--- src/hdl/gcg_pkg.sv ---
// Shared types and constants of the geometric countdown generator.
// No dependencies.
package gcg_pkg;

    localparam logic [34:0] LCG_MUL   = 35'h5DEECE66D;
    localparam logic [47:0] LCG_ADD   = 48'hB;
    localparam logic [30:0] COUNT_MAX = 31'h7FFF_FFFF;
    localparam logic [1:0]  LCG_LAST_CHUNK = 2'd2;  // three 16-bit chunks of the state

    localparam logic CFG_SAMPLING_ENABLE = 1'b0;
    localparam logic CFG_MEAN_SCALE      = 1'b1;

    typedef enum logic [2:0] {
        ST_IDLE,
        ST_LCG,
        ST_FIX,
        ST_NORM,
        ST_LOG,
        ST_MUL,
        ST_SAT,
        ST_DONE
    } gcg_state_t;

    typedef struct packed {
        logic       take;       // beat accepted this cycle
        logic       lcg_step;
        logic [1:0] lcg_idx;
        logic       fix;
        logic       norm_step;
        logic       log_step;
        logic       mul;
        logic       sat;
        logic       out_load;
    } gcg_cmd_t;

    typedef struct packed {
        logic sampling_enable;
        logic norm_done;
    } gcg_stat_t;

endpackage

--- src/hdl/gcg_ctrl.sv ---
// Sequencer of the geometric countdown generator.
// Depends on gcg_pkg.
module gcg_ctrl #(
    parameter int LOG_FRAC_BITS = 16
) (
    input  logic               aclk,
    input  logic               aresetn,
    input  logic               s_tvalid,
    output logic               s_tready,
    output logic               m_tvalid,
    input  logic               m_tready,
    input  gcg_pkg::gcg_stat_t stat,
    output gcg_pkg::gcg_cmd_t  cmd
);

    localparam int CW = $clog2(LOG_FRAC_BITS);

    gcg_pkg::gcg_state_t state_reg, state_next;
    logic [CW-1:0]       cnt_reg, cnt_next;
    logic                valid_reg, valid_next;

    always_ff @(posedge aclk) begin
        if (!aresetn) begin
            state_reg <= gcg_pkg::ST_IDLE;
            cnt_reg   <= '0;
            valid_reg <= 1'b0;
        end else begin
            state_reg <= state_next;
            cnt_reg   <= cnt_next;
            valid_reg <= valid_next;
        end
    end

    always_comb begin
        state_next  = state_reg;
        cnt_next    = cnt_reg;
        cmd         = '0;
        cmd.lcg_idx = cnt_reg[1:0];
        s_tready    = 1'b0;
        case (state_reg)
            gcg_pkg::ST_IDLE: begin
                s_tready = 1'b1;
                if (s_tvalid) begin
                    cmd.take   = 1'b1;
                    cnt_next   = '0;
                    state_next = stat.sampling_enable ? gcg_pkg::ST_LCG : gcg_pkg::ST_DONE;
                end
            end
            gcg_pkg::ST_LCG: begin
                cmd.lcg_step = 1'b1;
                cnt_next     = cnt_reg + 1'b1;
                if (cnt_reg[1:0] == gcg_pkg::LCG_LAST_CHUNK) begin
                    state_next = gcg_pkg::ST_FIX;
                end
            end
            gcg_pkg::ST_FIX: begin
                cmd.fix    = 1'b1;
                state_next = gcg_pkg::ST_NORM;
            end
            gcg_pkg::ST_NORM: begin
                cmd.norm_step = 1'b1;
                cnt_next      = '0;
                if (stat.norm_done) begin
                    state_next = gcg_pkg::ST_LOG;
                end
            end
            gcg_pkg::ST_LOG: begin
                cmd.log_step = 1'b1;
                cnt_next     = cnt_reg + 1'b1;
                if (cnt_reg == CW'(LOG_FRAC_BITS - 1)) begin
                    state_next = gcg_pkg::ST_MUL;
                end
            end
            gcg_pkg::ST_MUL: begin
                cmd.mul    = 1'b1;
                state_next = gcg_pkg::ST_SAT;
            end
            gcg_pkg::ST_SAT: begin
                cmd.sat    = 1'b1;
                state_next = gcg_pkg::ST_DONE;
            end
            gcg_pkg::ST_DONE: begin
                // wait for the output register to drain
                if (!valid_reg || m_tready) begin
                    cmd.out_load = 1'b1;
                    state_next   = gcg_pkg::ST_IDLE;
                end
            end
            default: begin
                state_next = gcg_pkg::ST_IDLE;
            end
        endcase
    end

    always_comb begin
        if (cmd.out_load) begin
            valid_next = 1'b1;
        end else if (m_tready) begin
            valid_next = 1'b0;
        end else begin
            valid_next = valid_reg;
        end
    end

    assign m_tvalid = valid_reg;

endmodule

--- config.mk ---
export PLATFORM = sky130hd
export DESIGN_NAME = gcg_ctrl
export DESIGN_NICKNAME = d
export VERILOG_FILES = /design/src/hdl/gcg_pkg.sv /design/src/hdl/gcg_ctrl.sv
export SDC_FILE = /design/constraint.sdc
export NUM_CORES = 1
export LEC_CHECK = 0
export ABC_AREA = 1
export BUFFER_PORTS_ARGS = -buffer_cell sky130_fd_sc_hd__buf_2
export CORE_MARGIN = 2
export CORE_UTILIZATION = 48
export CTS_CLUSTER_DIAMETER = 80
export CTS_CLUSTER_SIZE = 14
export DETAILED_ROUTE_END_ITERATION = 10
export PLACE_DENSITY = 0.77
export SLEW_MARGIN = 20
export SYNTH_ARGS = -nofsm -noshare
export SYNTH_HDL_FRONTEND = slang
export SYNTH_SLANG_ARGS = --single-unit
--- constraint.sdc ---
create_clock -name aclk -period 2 [get_ports aclk]
set_clock_uncertainty 0.2 [all_clocks]
set_input_delay 0.3 -clock aclk [delete_from_list [all_inputs] [get_ports aclk]]
set_output_delay 0.3 -clock aclk [all_outputs]
set_load 0.01 [all_outputs]
==> load_flow_metrics.sql, run 1 <==
INSERT INTO impl_metrics (metric_group, metric, value, unit) VALUES
('finish', 'drive_gt1_frac', '0.246', ''),
('placement', 'gp_congestion', '0.877', ''),
('timing', 'setup_repair_after_global_routing_missed_its_margin', 'false', ''),
('yosys', 'postSynthAreaPerCell', '6.15', 'um2'),
('drt', 'via_per_inst', '4.82', ''),
('yosys', 'postSynth.asyncResetShare', '0', ''),
('clock_network', 'clk_pin_slew_worst_paths', '0.07', 'ns'),
('worst_setup_path', 'timing.reg2reg.worst_path_depth', '9', ''),
('timing', 'hold_violations', '0', ''),
('timing', 'whs', '0.101', 'ns'),
('global_routing', 'via_count_of_the_first_global_routing_pass', '507', ''),
('power', 'power_leakage', '0.488', 'nW'),
('clock_network', 'insertion_delay', '0.27', 'ns'),
('finish', 'finish.utilization', '0.595', ''),
('clock_network', 'postCtsSetupRepairBufs', '0', ''),
('worst_setup_path', 'worst_setup_path_type', 'reg2out', ''),
('timing', 'max-slew-margin-rel', '0.827', ''),
('worst_setup_path', 'crit_chain', 'inv_1, ha_1, nand2_1, inv_2, buf_2', ''),
('yosys', 'synth.top_cell.area_share', '0.239', ''),
('yosys', 'synth-main-ff-cell', 'dfxtp_1', ''),
('clock_network', 'post_cts_hold_buffer_count', '0', ''),
('timing', 'timing.setup.tns', '0', 'ns'),
('drt', 'drtAntennaViolNets', '0', ''),
('timing', 'timing.final.crit_share', '0.908', ''),
('yosys', 'post_syn_instances', '109', ''),
('worst_setup_path', 'crit_slowest_cell', 'dfxtp_1', ''),
('run_status', 'status', 'complete, no violations', ''),
('yosys', 'syn-num-nets', '121', ''),
('die', 'dieWidth', '41.4', 'um'),
('yosys', 'synth_enable_flop_cells', '0', ''),
('min_path', 'min_path_type', 'in2reg', ''),
('yosys', 'post_synth_num_cell_types', '18', ''),
('die', 'floorplan.die_area', '1710', 'um2'),
('finish', 'fillCellCount', '129', ''),
('timing', 'timing.final.max_slew_violations', '0', ''),
('clock_network', 'numCtsBuffers', '3', ''),
('die', 'initial_utilization', '0.515', ''),
('worst_setup_path', 'worstSetupStartpointType', 'flop', ''),
('yosys', 'sequential_share_of_the_synthesized_area', '0.239', ''),
('drt', 'remaining_drc_errors', '0', ''),
('timing', 'worstMarginPinSlew', '0.259', 'ns'),
('drt', 'drt-initial-drc-count', '23', ''),
('drt', 'wl', '1.48', 'mm'),
('finish', 'multi_input_area', '417', 'um2'),
('timing', 'finalSetupViolations', '0', ''),
('finish', 'synthToLayoutAreaGrowth', '15.5', '%'),
('yosys', 'synthTopCellsByArea', 'dfxtp_1, nand2_1, ha_1', ''),
('finish', 'final-seq-area', '160', 'um2'),
('worst_setup_path', 'critPathRequiredTime', '1.50', 'ns'),
('drt', 'drt_first_pass_iters', '5', ''),
('worst_setup_path', 'critical_path_arrival', '1.32', 'ns'),
('clock_network', 'post_cts_resized', '0', ''),
('die', 'die_height', '41.4', 'um'),
('power', 'max-vdd-ir-drop', '0.000841', 'V'),
('clock_network', 'cts.htree.levels', '1', ''),
('power', 'cellPowerDensity', '1360', 'nW/um2'),
('timing', 'fmax', '551', 'MHz'),
('global_routing', 'grt_first_pass_wirelength', '2.06', 'mm'),
('worst_setup_path', 'path_max_fanout', '5', ''),
('placement', 'placement.setup.worst_slack', '0.291', 'ns'),
('yosys', 'synth_top_cell_by_area', 'dfxtp_1', ''),
('finish', 'insertedDiodeCount', '0', ''),
('global_routing', 'grt_start_max_net_pins', '8', ''),
('drt', 'detail_route.wl_per_cell', '10.5', 'um'),
('finish', 'nets', '140', ''),
('placement', 'port_buffers', '17', ''),
('yosys', 'synth.ff_latch_count', '8', ''),
('min_path', 'worstHoldPathCells', '3', ''),
('clock_network', 'clk_root_buffer_cell', 'clkbuf_4', ''),
('clock_network', 'clock_tree.buffer_depth', '2', ''),
('yosys', 'yosys_warnings', '0', '');
## layout by cell type (no fill, tap or decap), drive strengths merged
master,netlist,layout
o21ai,5,5
clkbuf,0,3
xor2,1,1
inv,19,19
nand2,34,34
a21oi,3,3
o21bai,1,1
nand3b,2,2
dfxtp,8,8
nor3,2,2
nand3,6,6
buf,3,17
ha,6,6
nor2,18,18
a21boi,1,1
## critical path: cells and delay by family, from the launching register on
| family | cells | cell delay, ns |
|---|---|---|
| buf+inv | 3 | 0.30 |
| flops | 1 | 0.39 |
| fa+ha+maj | 1 | 0.22 |
| simple gates | 1 | 0.14 |
## kinds of logic after synthesis
| kind of cell | share of synthesized area |
|---|---|
| AO/OA/AOI/OAI | 0.0821 |
| XOR/XNOR | 0.0131 |
| adder cells (fa/ha/maj) | 0.112 |
| buffers and inverters | 0.140 |
| flip-flops | 0.239 |
| AND/OR/NAND/NOR | 0.414 |
## layout make-up
| cell class | count | area share |
|---|---|---|
| Multi-Input combinational cell | 79 | 0.538 |
| Inverter | 19 | 0.0921 |
| Clock buffer | 3 | 0.0291 |
| Sequential cell | 8 | 0.207 |
| Timing Repair Buffer | 17 | 0.110 |
| Tap cell | 15 | 0.0242 |
## per-stage QoR
stage	total power, mW	instance area (um2)	cells
after global routing	1.16	774	141
after global placement	0.894	752	138
after floorplan	0.754	671	109
after detailed placement	0.909	752	138
final	1.05	774	141
after CTS	1.05	774	141
## where the power goes
group          internal [mW]  switching (mW)  leakage (nW)
clock                 0.0696          0.0712        0.0138
combinational          0.244           0.430         0.409
sequential             0.198          0.0430        0.0654
total                  0.511           0.544         0.488
## path summary, 6_finish.rpt
check / from / end / slack [ns]
worst min-delay path: aresetn / state_reg[0]$_SDFFE_PN0P_ / 0.10
worst max register to register: state_reg[0]$_SDFFE_PN0P_ / state_reg[1]$_SDFFE_PN0P_ / 0.25
worst min register to register: cnt_reg[2]$_SDFFE_PN0P_ / cnt_reg[2]$_SDFFE_PN0P_ / 0.33
worst max-delay path: state_reg[0]$_SDFFE_PN0P_ / cmd[3] / 0.18
## metal layers
layer,track usage,part of all wire,vias up,wire length [um]
li1,-,-,364,-
met1,0.259,0.47,285,700
met2,0.301,0.44,25,654
met3,0.0319,0.062,5,92
met4,0.0968,0.024,0,36
met5,0,0,-,0
Power figures use the tool's default switching activity.
==> run 2, diff against run 1 <==
--- a/config.mk
+++ b/config.mk
@@ -9,10 +9,10 @@
 export BUFFER_PORTS_ARGS = -buffer_cell sky130_fd_sc_hd__buf_2
 export CORE_MARGIN = 2
 export CORE_UTILIZATION = 48
-export CTS_CLUSTER_DIAMETER = 80
+export CTS_CLUSTER_DIAMETER = 60
 export CTS_CLUSTER_SIZE = 14
 export DETAILED_ROUTE_END_ITERATION = 10
-export PLACE_DENSITY = 0.77
+export PLACE_DENSITY = 0.82
 export SLEW_MARGIN = 20
 export SYNTH_ARGS = -nofsm -noshare
 export SYNTH_HDL_FRONTEND = slang
==> run 2 against run 1 <==
  * Core utilization stayed put
  * Clock power is 15% lower
  * Register-to-register slack better by 0.02 ns
  * Maximum frequency is 2.5% higher
  * Critical path depth stayed put
  * Sequential power hardly changed
  * Setup slack better by 0.044 ns
  * Non-clock buffer count stayed put
  * Routed wire length is 9.3% lower
  * Via count is 3.8% lower
  * Global-route usage is 0.31 points lower
  * First-iteration DRC count is 43% lower
==> load_flow_metrics.sql, run 2 (synthesis results as in run 1) <==
INSERT INTO impl_metrics (metric_group, metric, value, unit) VALUES
('worst_setup_path', 'path_max_fanout', '5', ''),
('timing', 'post-route-min-period', '1.77', 'ns'),
('finish', 'layout.cells.most_common', 'nand2_1', ''),
('clock_network', 'clk_pin_slew_worst_paths', '0.05', 'ns'),
('min_path', 'worstHoldPathCells', '3', ''),
('clock_network', 'post_cts_hold_buffer_count', '0', ''),
('flow_run', 'maxCapViolCount', '0', ''),
('finish', 'synthToLayoutAreaGrowth', '15.5', '%'),
('die', 'die_height', '41.4', 'um'),
('die', 'initial_utilization', '0.515', ''),
('global_routing', 'number_of_antenna_violations_at_the_first_check_in_global_routing', '0', ''),
('timing', 'setup_repair_after_global_routing_missed_its_margin', 'false', ''),
('worst_setup_path', 'critPathCaptureType', 'primary output', ''),
('finish', 'nets', '140', ''),
('worst_setup_path', 'worst_setup_path_type', 'reg2out', ''),
('worst_setup_path', 'r2r_end', 'state_reg[1]$_SDFFE_PN0P_', ''),
('drt', 'remaining_drc_errors', '0', ''),
('timing', 'fmax', '564', 'MHz'),
('die', 'core_region_area', '1300', 'um2'),
('clock_network', 'clock_tree.buffer_depth', '2', ''),
('worst_setup_path', 'critPathRequiredTime', '1.50', 'ns'),
('global_routing', 'grt_first_pass_wirelength', '2.09', 'mm'),
('placement', 'gp_congestion', '0.950', ''),
('timing', 'timing.setup.tns', '0', 'ns'),
('min_path', 'hold_path_end', 'state_reg[2]$_SDFFE_PN0P_', ''),
('power', 'cellPowerDensity', '1330', 'nW/um2'),
('clock_network', 'postCtsSetupRepairBufs', '0', ''),
('power', 'max-vdd-ir-drop', '0.000615', 'V'),
('timing', 'post-route-worst-setup-slack', '0.228', 'ns'),
('die', 'floorplan.die_area', '1710', 'um2'),
('placement', 'placement.setup.worst_slack', '0.291', 'ns'),
('timing', 'timing.final.crit_share', '0.886', ''),
('timing', 'timing.final.max_slew_violations', '0', ''),
('power', 'power_leakage', '0.488', 'nW'),
('drt', 'routed-via-count', '653', ''),
('clock_network', 'numCtsBuffers', '3', ''),
('finish', 'insertedDiodeCount', '0', ''),
('global_routing', 'via_count_of_the_first_global_routing_pass', '504', ''),
('placement', 'placed_wire_length_estimate', '1.13', 'mm'),
('clock_network', 'clk_root_buffer_cell', 'clkbuf_4', ''),
('timing', 'worstMarginPinSlew', '0.249', 'ns'),
('drt', 'drt-initial-drc-count', '13', ''),
('drt', 'detail_route.wl_per_cell', '9.54', 'um'),
('timing', 'hold_violations', '0', ''),
('global_routing', 'gr-total-overflow', '0', ''),
('clock_network', 'insertion_delay', '0.25', 'ns'),
('finish', 'drive_gt1_frac', '0.246', ''),
('drt', 'wl', '1.35', 'mm'),
('worst_setup_path', 'ff_to_ff_setup_slack', '0.27', 'ns'),
('clock_network', 'cts.sink_count', '8', ''),
('clock_network', 'tritoncts', 'done', ''),
('run_status', 'status', 'complete, no violations', ''),
('min_path', 'min_path_type', 'in2reg', ''),
('die', 'dieWidth', '41.4', 'um'),
('placement', 'port_buffers', '17', ''),
('worst_setup_path', 'critical_path_arrival', '1.27', 'ns'),
('die', 'placementRows', '13', ''),
('die', 'io_pins', '18', ''),
('timing', 'finalSetupViolations', '0', ''),
('finish', 'fillCellCount', '139', ''),
('min_path', 'holdCritStartpoint', 'aresetn', ''),
('drt', 'via_per_inst', '4.63', ''),
('worst_setup_path', 'timing.reg2reg.worst_path_depth', '8', ''),
('finish', 'largest_register_ff_count', '4', ''),
('global_routing', 'grt.total_usage', '0.191', ''),
('timing', 'max-slew-margin-rel', '0.833', ''),
('worst_setup_path', 'worstSetupStartpointType', 'flop', ''),
('clock_network', 'post_cts_resized', '0', ''),
('drt', 'drtAntennaViolNets', '0', ''),
('worst_setup_path', 'r2r_start', 'state_reg[0]$_SDFFE_PN0P_', ''),
('finish', 'most-common-layout-cells', 'nand2_1, nor2_1, buf_2', ''),
('clock_network', 'cts.htree.levels', '1', ''),
('drt', 'drt_first_pass_iters', '4', ''),
('global_routing', 'grt_start_max_net_pins', '8', '');
-- run 2: worst max path at each step --
| stage | start | slack, ns | cells after the start | to |
|---|---|---|---|---|
| floorplan | state_reg[0]$_SDFFE_PN0P_ | 0.43 | 11 | cnt_reg[3]$_SDFFE_PN0P_ |
| finish | state_reg[0]$_SDFFE_PN0P_ | 0.23 | 5 | cmd[3] |
| CTS | state_reg[0]$_SDFFE_PN0P_ | 0.23 | 5 | cmd[3] |
| detailed placement | state_reg[0]$_SDFFE_PN0P_ | 0.29 | 8 | state_reg[1]$_SDFFE_PN0P_ |
| global placement | state_reg[0]$_SDFFE_PN0P_ | 0.34 | 8 | state_reg[1]$_SDFFE_PN0P_ |
| global route | state_reg[0]$_SDFFE_PN0P_ | 0.11 | 8 | state_reg[1]$_SDFFE_PN0P_ |
-- run 2: cell type report --
| type | instances | area, um2 | share of cell area |
|---|---|---|---|
| Timing Repair Buffer | 17 | 85.1 | 0.110 |
| Clock buffer | 3 | 22.5 | 0.0291 |
| Multi-Input combinational cell | 79 | 417 | 0.538 |
| Sequential cell | 8 | 160 | 0.207 |
| Tap cell | 15 | 18.8 | 0.0242 |
| Inverter | 19 | 71.3 | 0.0921 |
-- run 2: worst max-delay path, cell delays in order (launching register included) --
cell	delay, ns
dfxtp_1	0.38
inv_1	0.10
ha_1	0.23
nand2_1	0.13
inv_2	0.06
buf_2	0.13
-- run 2: power breakdown --
group	leakage, nW	switching (mW)	internal (mW)	total (mW)
clock network	0.0138	0.0517	0.0684	0.120
registers	0.0654	0.0401	0.198	0.238
logic	0.409	0.427	0.245	0.672
total	0.488	0.519	0.511	1.03
-- run 2: through the flow --
stage	power, mW	hold slack (ns)	utilization	std cells	cell area (um2)
after floorplan	0.754	0.221	-	109	671
after global placement	0.896	0.302	0.578	138	752
after detailed placement	0.909	0.304	0.578	138	752
after CTS	1.04	0.123	0.595	141	774
after global routing	1.15	0.127	0.595	141	774
final	1.03	0.128	0.595	141	774
-- run 2: per-layer routing --
layer | global-route usage | share of wire
met1 | 0.256 | 0.48
met2 | 0.270 | 0.45
met3 | 0.101 | 0.065
met4 | 0.0403 | 0
met5 | 0 | 0
==> run 3, diff against run 2 <==
--- a/config.mk
+++ b/config.mk
@@ -5,7 +5,6 @@
 export SDC_FILE = /design/constraint.sdc
 export NUM_CORES = 1
 export LEC_CHECK = 0
-export ABC_AREA = 1
 export BUFFER_PORTS_ARGS = -buffer_cell sky130_fd_sc_hd__buf_2
 export CORE_MARGIN = 2
 export CORE_UTILIZATION = 48
==> run 3 against run 2 <==
  * Non-clock buffer count rose by 4
  * Die area decreased by 2.5%
  * Power grew 4.2%
  * Global-route usage is essentially flat
  * Critical endpoint is now state_reg[2]$_SDFFE_PN0P_
  * Largest cell class unchanged
  * Largest power group unchanged
  * Highest routed layer is now met4
==> load_flow_metrics.sql, run 3 <==
INSERT INTO impl_metrics (metric_group, metric, value, unit) VALUES
('run_status', 'status', 'complete, no violations', ''),
('timing', 'timing.final.crit_share', '0.954', ''),
('die', 'initial_utilization', '0.507', ''),
('die', 'io_pins', '18', ''),
('worst_setup_path', 'critPathCaptureType', 'flop', ''),
('yosys', 'synth_common_cells', 'dfxtp_1, ha_1, inv_1, nand2b_1', ''),
('yosys', 'syn-cell-area', '652', 'um2'),
('timing', 'post-route-min-period', '1.91', 'ns'),
('finish', 'fillCellCount', '116', ''),
('worst_setup_path', 'worstSetupStartpointType', 'flop', ''),
('placement', 'port_buffers', '17', ''),
('drt', 'routed-via-count', '581', ''),
('timing', 'max-slew-margin-rel', '0.758', ''),
('yosys', 'sequential_share_of_the_synthesized_area', '0.246', ''),
('yosys', 'synth.top_cell.area_share', '0.246', ''),
('die', 'core_region_area', '1280', 'um2'),
('power', 'power_leakage', '0.363', 'nW'),
('yosys', 'synth_area_in_adders', '0.115', ''),
('global_routing', 'grt_first_pass_wirelength', '2.01', 'mm'),
('finish', 'most-common-layout-cells', 'buf_2, dfxtp_1, nand2b_1, inv_1', ''),
('global_routing', 'gr-total-overflow', '0', ''),
('worst_setup_path', 'critPathRequiredTime', '1.95', 'ns'),
('finish', 'synthToLayoutAreaGrowth', '19.2', '%'),
('die', 'placementRows', '13', ''),
('worst_setup_path', 'crit_slowest_cell', 'or4b_1', ''),
('finish', 'largest_register_ff_count', '4', ''),
('clock_network', 'clk_root_buffer_cell', 'clkbuf_4', ''),
('yosys', 'synth.most_common_cell', 'dfxtp_1', ''),
('drt', 'via_per_inst', '5.38', ''),
('yosys', 'synth.ff_latch_count', '8', ''),
('timing', 'fmax', '524', 'MHz'),
('timing', 'worstMarginPinSlew', '0.363', 'ns'),
('power', 'max-vdd-ir-drop', '0.000848', 'V'),
('clock_network', 'post_cts_hold_buffer_count', '0', ''),
('clock_network', 'cts.sink_count', '8', ''),
('drt', 'detail_route.wl_per_cell', '12.4', 'um'),
('timing', 'hold_violations', '0', ''),
('yosys', 'compound_cell_area_share_of_the_yosys_netlist', '0.190', ''),
('drt', 'remaining_drc_errors', '0', ''),
('drt', 'drt-initial-drc-count', '12', ''),
('clock_network', 'clock_tree.buffer_depth', '2', ''),
('yosys', 'synth_top_cell_by_area', 'dfxtp_1', ''),
('power', 'cellPowerDensity', '1380', 'nW/um2'),
('clock_network', 'cts.htree.levels', '1', ''),
('finish', 'insertedDiodeCount', '0', ''),
('worst_setup_path', 'path_max_fanout', '4', ''),
('placement', 'gp_congestion', '0.874', ''),
('worst_setup_path', 'crit_chain', 'inv_1, ha_2, and2_1, or4b_1, a31o_1', ''),
('yosys', 'post_synth_num_cell_types', '31', ''),
('finish', 'nets', '107', ''),
('worst_setup_path', 'worst_setup_path_type', 'reg2reg', ''),
('yosys', 'synth_top_family_by_area', 'simple AND/OR/NAND/NOR gates', ''),
('die', 'floorplan.die_area', '1670', 'um2'),
('placement', 'placed_wire_length_estimate', '1.06', 'mm'),
('timing', 'timing.setup.tns', '0', 'ns'),
('drt', 'wl', '1.33', 'mm'),
('worst_setup_path', 'cell_family_with_the_largest_share_of_critical_path_delay', 'simple AND/OR/NAND/NOR gates', ''),
('yosys', 'synthTopCellsByArea', 'dfxtp_1, ha_1, nand2b_1', ''),
('drt', 'drt_first_pass_iters', '4', ''),
('drt', 'drtAntennaViolNets', '0', ''),
('global_routing', 'groute.layer.met2.usage', '0.324', ''),
('clock_network', 'insertion_delay', '0.25', 'ns'),
('clock_network', 'clk_pin_slew_worst_paths', '0.05', 'ns'),
('global_routing', 'globalRouteMet3Util', '0.0815', ''),
('min_path', 'holdCritStartpoint', 'm_tready', ''),
('clock_network', 'tritoncts', 'done', ''),
('yosys', 'synth_xor_area_frac', '0', ''),
('flow_run', 'maxCapViolCount', '0', ''),
('worst_setup_path', 'r2r_end', 'state_reg[2]$_SDFFE_PN0P_', ''),
('global_routing', 'met1_usage', '0.208', ''),
('worst_setup_path', 'r2r_start', 'state_reg[1]$_SDFFE_PN0P_', ''),
('timing', 'setup_repair_after_global_routing_missed_its_margin', 'false', ''),
('placement', 'placed_cells', '105', ''),
('timing', 'timing.final.max_slew_violations', '0', ''),
('worst_setup_path', 'critical_path_arrival', '1.85', 'ns'),
('finish', 'drive_gt1_frac', '0.398', ''),
('min_path', 'min_path_type', 'in2reg', ''),
('worst_setup_path', 'largest_stage_delay_worst_path', '0.53', 'ns'),
('yosys', 'synth-main-ff-cell', 'dfxtp_1', ''),
('global_routing', 'via_count_of_the_first_global_routing_pass', '497', ''),
('worst_setup_path', 'ff_to_ff_setup_slack', '0.09', 'ns'),
('die', 'die_height', '40.9', 'um'),
('finish', 'layout.cells.most_common', 'buf_2', ''),
('die', 'dieWidth', '40.9', 'um'),
('worst_setup_path', 'timing.reg2reg.worst_path_depth', '5', ''),
('yosys', 'synth_enable_flop_cells', '0', ''),
('finish', 'finalNonFillerCells', '108', ''),
('worst_setup_path', 'crit_path_start', 'state_reg[1]$_SDFFE_PN0P_', ''),
('yosys', 'post_syn_instances', '74', ''),
('global_routing', 'global_route.peak_usage_layer', 'met2', ''),
('worst_setup_path', 'worst-path-buf-inv', '1', ''),
('yosys', 'synth.mux.area_fraction', '0.0672', ''),
('global_routing', 'grt.total_usage', '0.192', ''),
('clock_network', 'numCtsBuffers', '3', ''),
('min_path', 'worstHoldPathCells', '3', ''),
('yosys', 'postSynth.asyncResetShare', '0', ''),
('yosys', 'syn-num-nets', '86', ''),
('timing', 'finalSetupViolations', '0', ''),
('yosys', 'yosys_warnings', '0', ''),
('min_path', 'hold_path_end', 'm_tvalid$_SDFFE_PN0P_', ''),
('global_routing', 'number_of_antenna_violations_at_the_first_check_in_global_routing', '0', ''),
('yosys', 'synth-simple-area-share', '0.294', ''),
('yosys', 'postSynthAreaPerCell', '8.81', 'um2'),
('global_routing', 'grt_start_max_net_pins', '12', '');
run 3: cell types whose count changed after synthesis, sizes merged, moves of 4 or more:
cell,before,now
and2,0,5
inv,19,5
mux2i,0,4
nand2,34,4
nand2b,0,5
nand3,6,2
nor2,18,4
run 3: logic make-up (layout without fill, tap and decap cells):
family,count (synthesis),in the layout
and+or+nand+nor,31,31
buffers and inverters,10,29
muxes,4,4
adders and majority gates,6,6
AOI/OAI and AO/OA,15,15
DFF,8,8
run 3: per-stage QoR:
step	utilization	setup WS, ns	area, um2	total power [mW]	hold WS (ns)
CTS	0.599	0.00774	769	1.07	0.176
floorplan	-	0.0117	652	0.749	0.257
global placement	0.581	0.0792	747	0.910	0.269
detailed placement	0.581	0.0160	747	0.940	0.285
finish	0.605	0.0917	777	1.07	0.187
global route	0.605	0.0114	777	1.17	0.199
run 3: how the worst max path moves through the flow:
| stage | endpoint | depth (start not counted) |
|---|---|---|
| 2_1_floorplan | state_reg[2]$_SDFFE_PN0P_ | 5 |
| 3_3_place_gp | state_reg[2]$_SDFFE_PN0P_ | 5 |
| 3_5_place_dp | state_reg[2]$_SDFFE_PN0P_ | 5 |
| 4_1_cts | state_reg[2]$_SDFFE_PN0P_ | 5 |
| 5_1_grt | state_reg[2]$_SDFFE_PN0P_ | 5 |
| 6_report | state_reg[2]$_SDFFE_PN0P_ | 5 |
run 3: routing by layer:
| layer | share of wire | wire (um) |
|---|---|---|
| met5 | 0 | 0 |
| met4 | 0.010 | 14 |
| met3 | 0.054 | 72 |
| met2 | 0.51 | 686 |
| met1 | 0.42 | 560 |
run 3: worst min-delay path, delay by kind of cell:
family          cells  cell delay (ns)
compound gates      1             0.09
buf+inv             1             0.07
simple gates        1             0.12
run 3: timing repair:
action | in CTS | in global routing
buffers inserted | 0 | 0
endpoints found under the setup margin | 0 | 7
gates resized for setup | 0 | 4
run 3: area by class of cell:
type / count / area (um2) / share of cell area
sequential: 8 / 163 / 0.209
timing repair buffer: 21 / 115 / 0.148
inverter: 5 / 18.8 / 0.0242
clock buffer: 3 / 22.5 / 0.0290
multi-input combinational: 56 / 439 / 0.565
tap: 15 / 18.8 / 0.0242
run 3: where the power goes:
part | switching (mW) | internal (mW) | leakage, nW | total [mW]
clock | 0.0537 | 0.0686 | 0.0138 | 0.122
combinational | 0.345 | 0.342 | 0.283 | 0.687
sequential | 0.0614 | 0.202 | 0.0658 | 0.264
total | 0.460 | 0.613 | 0.363 | 1.07
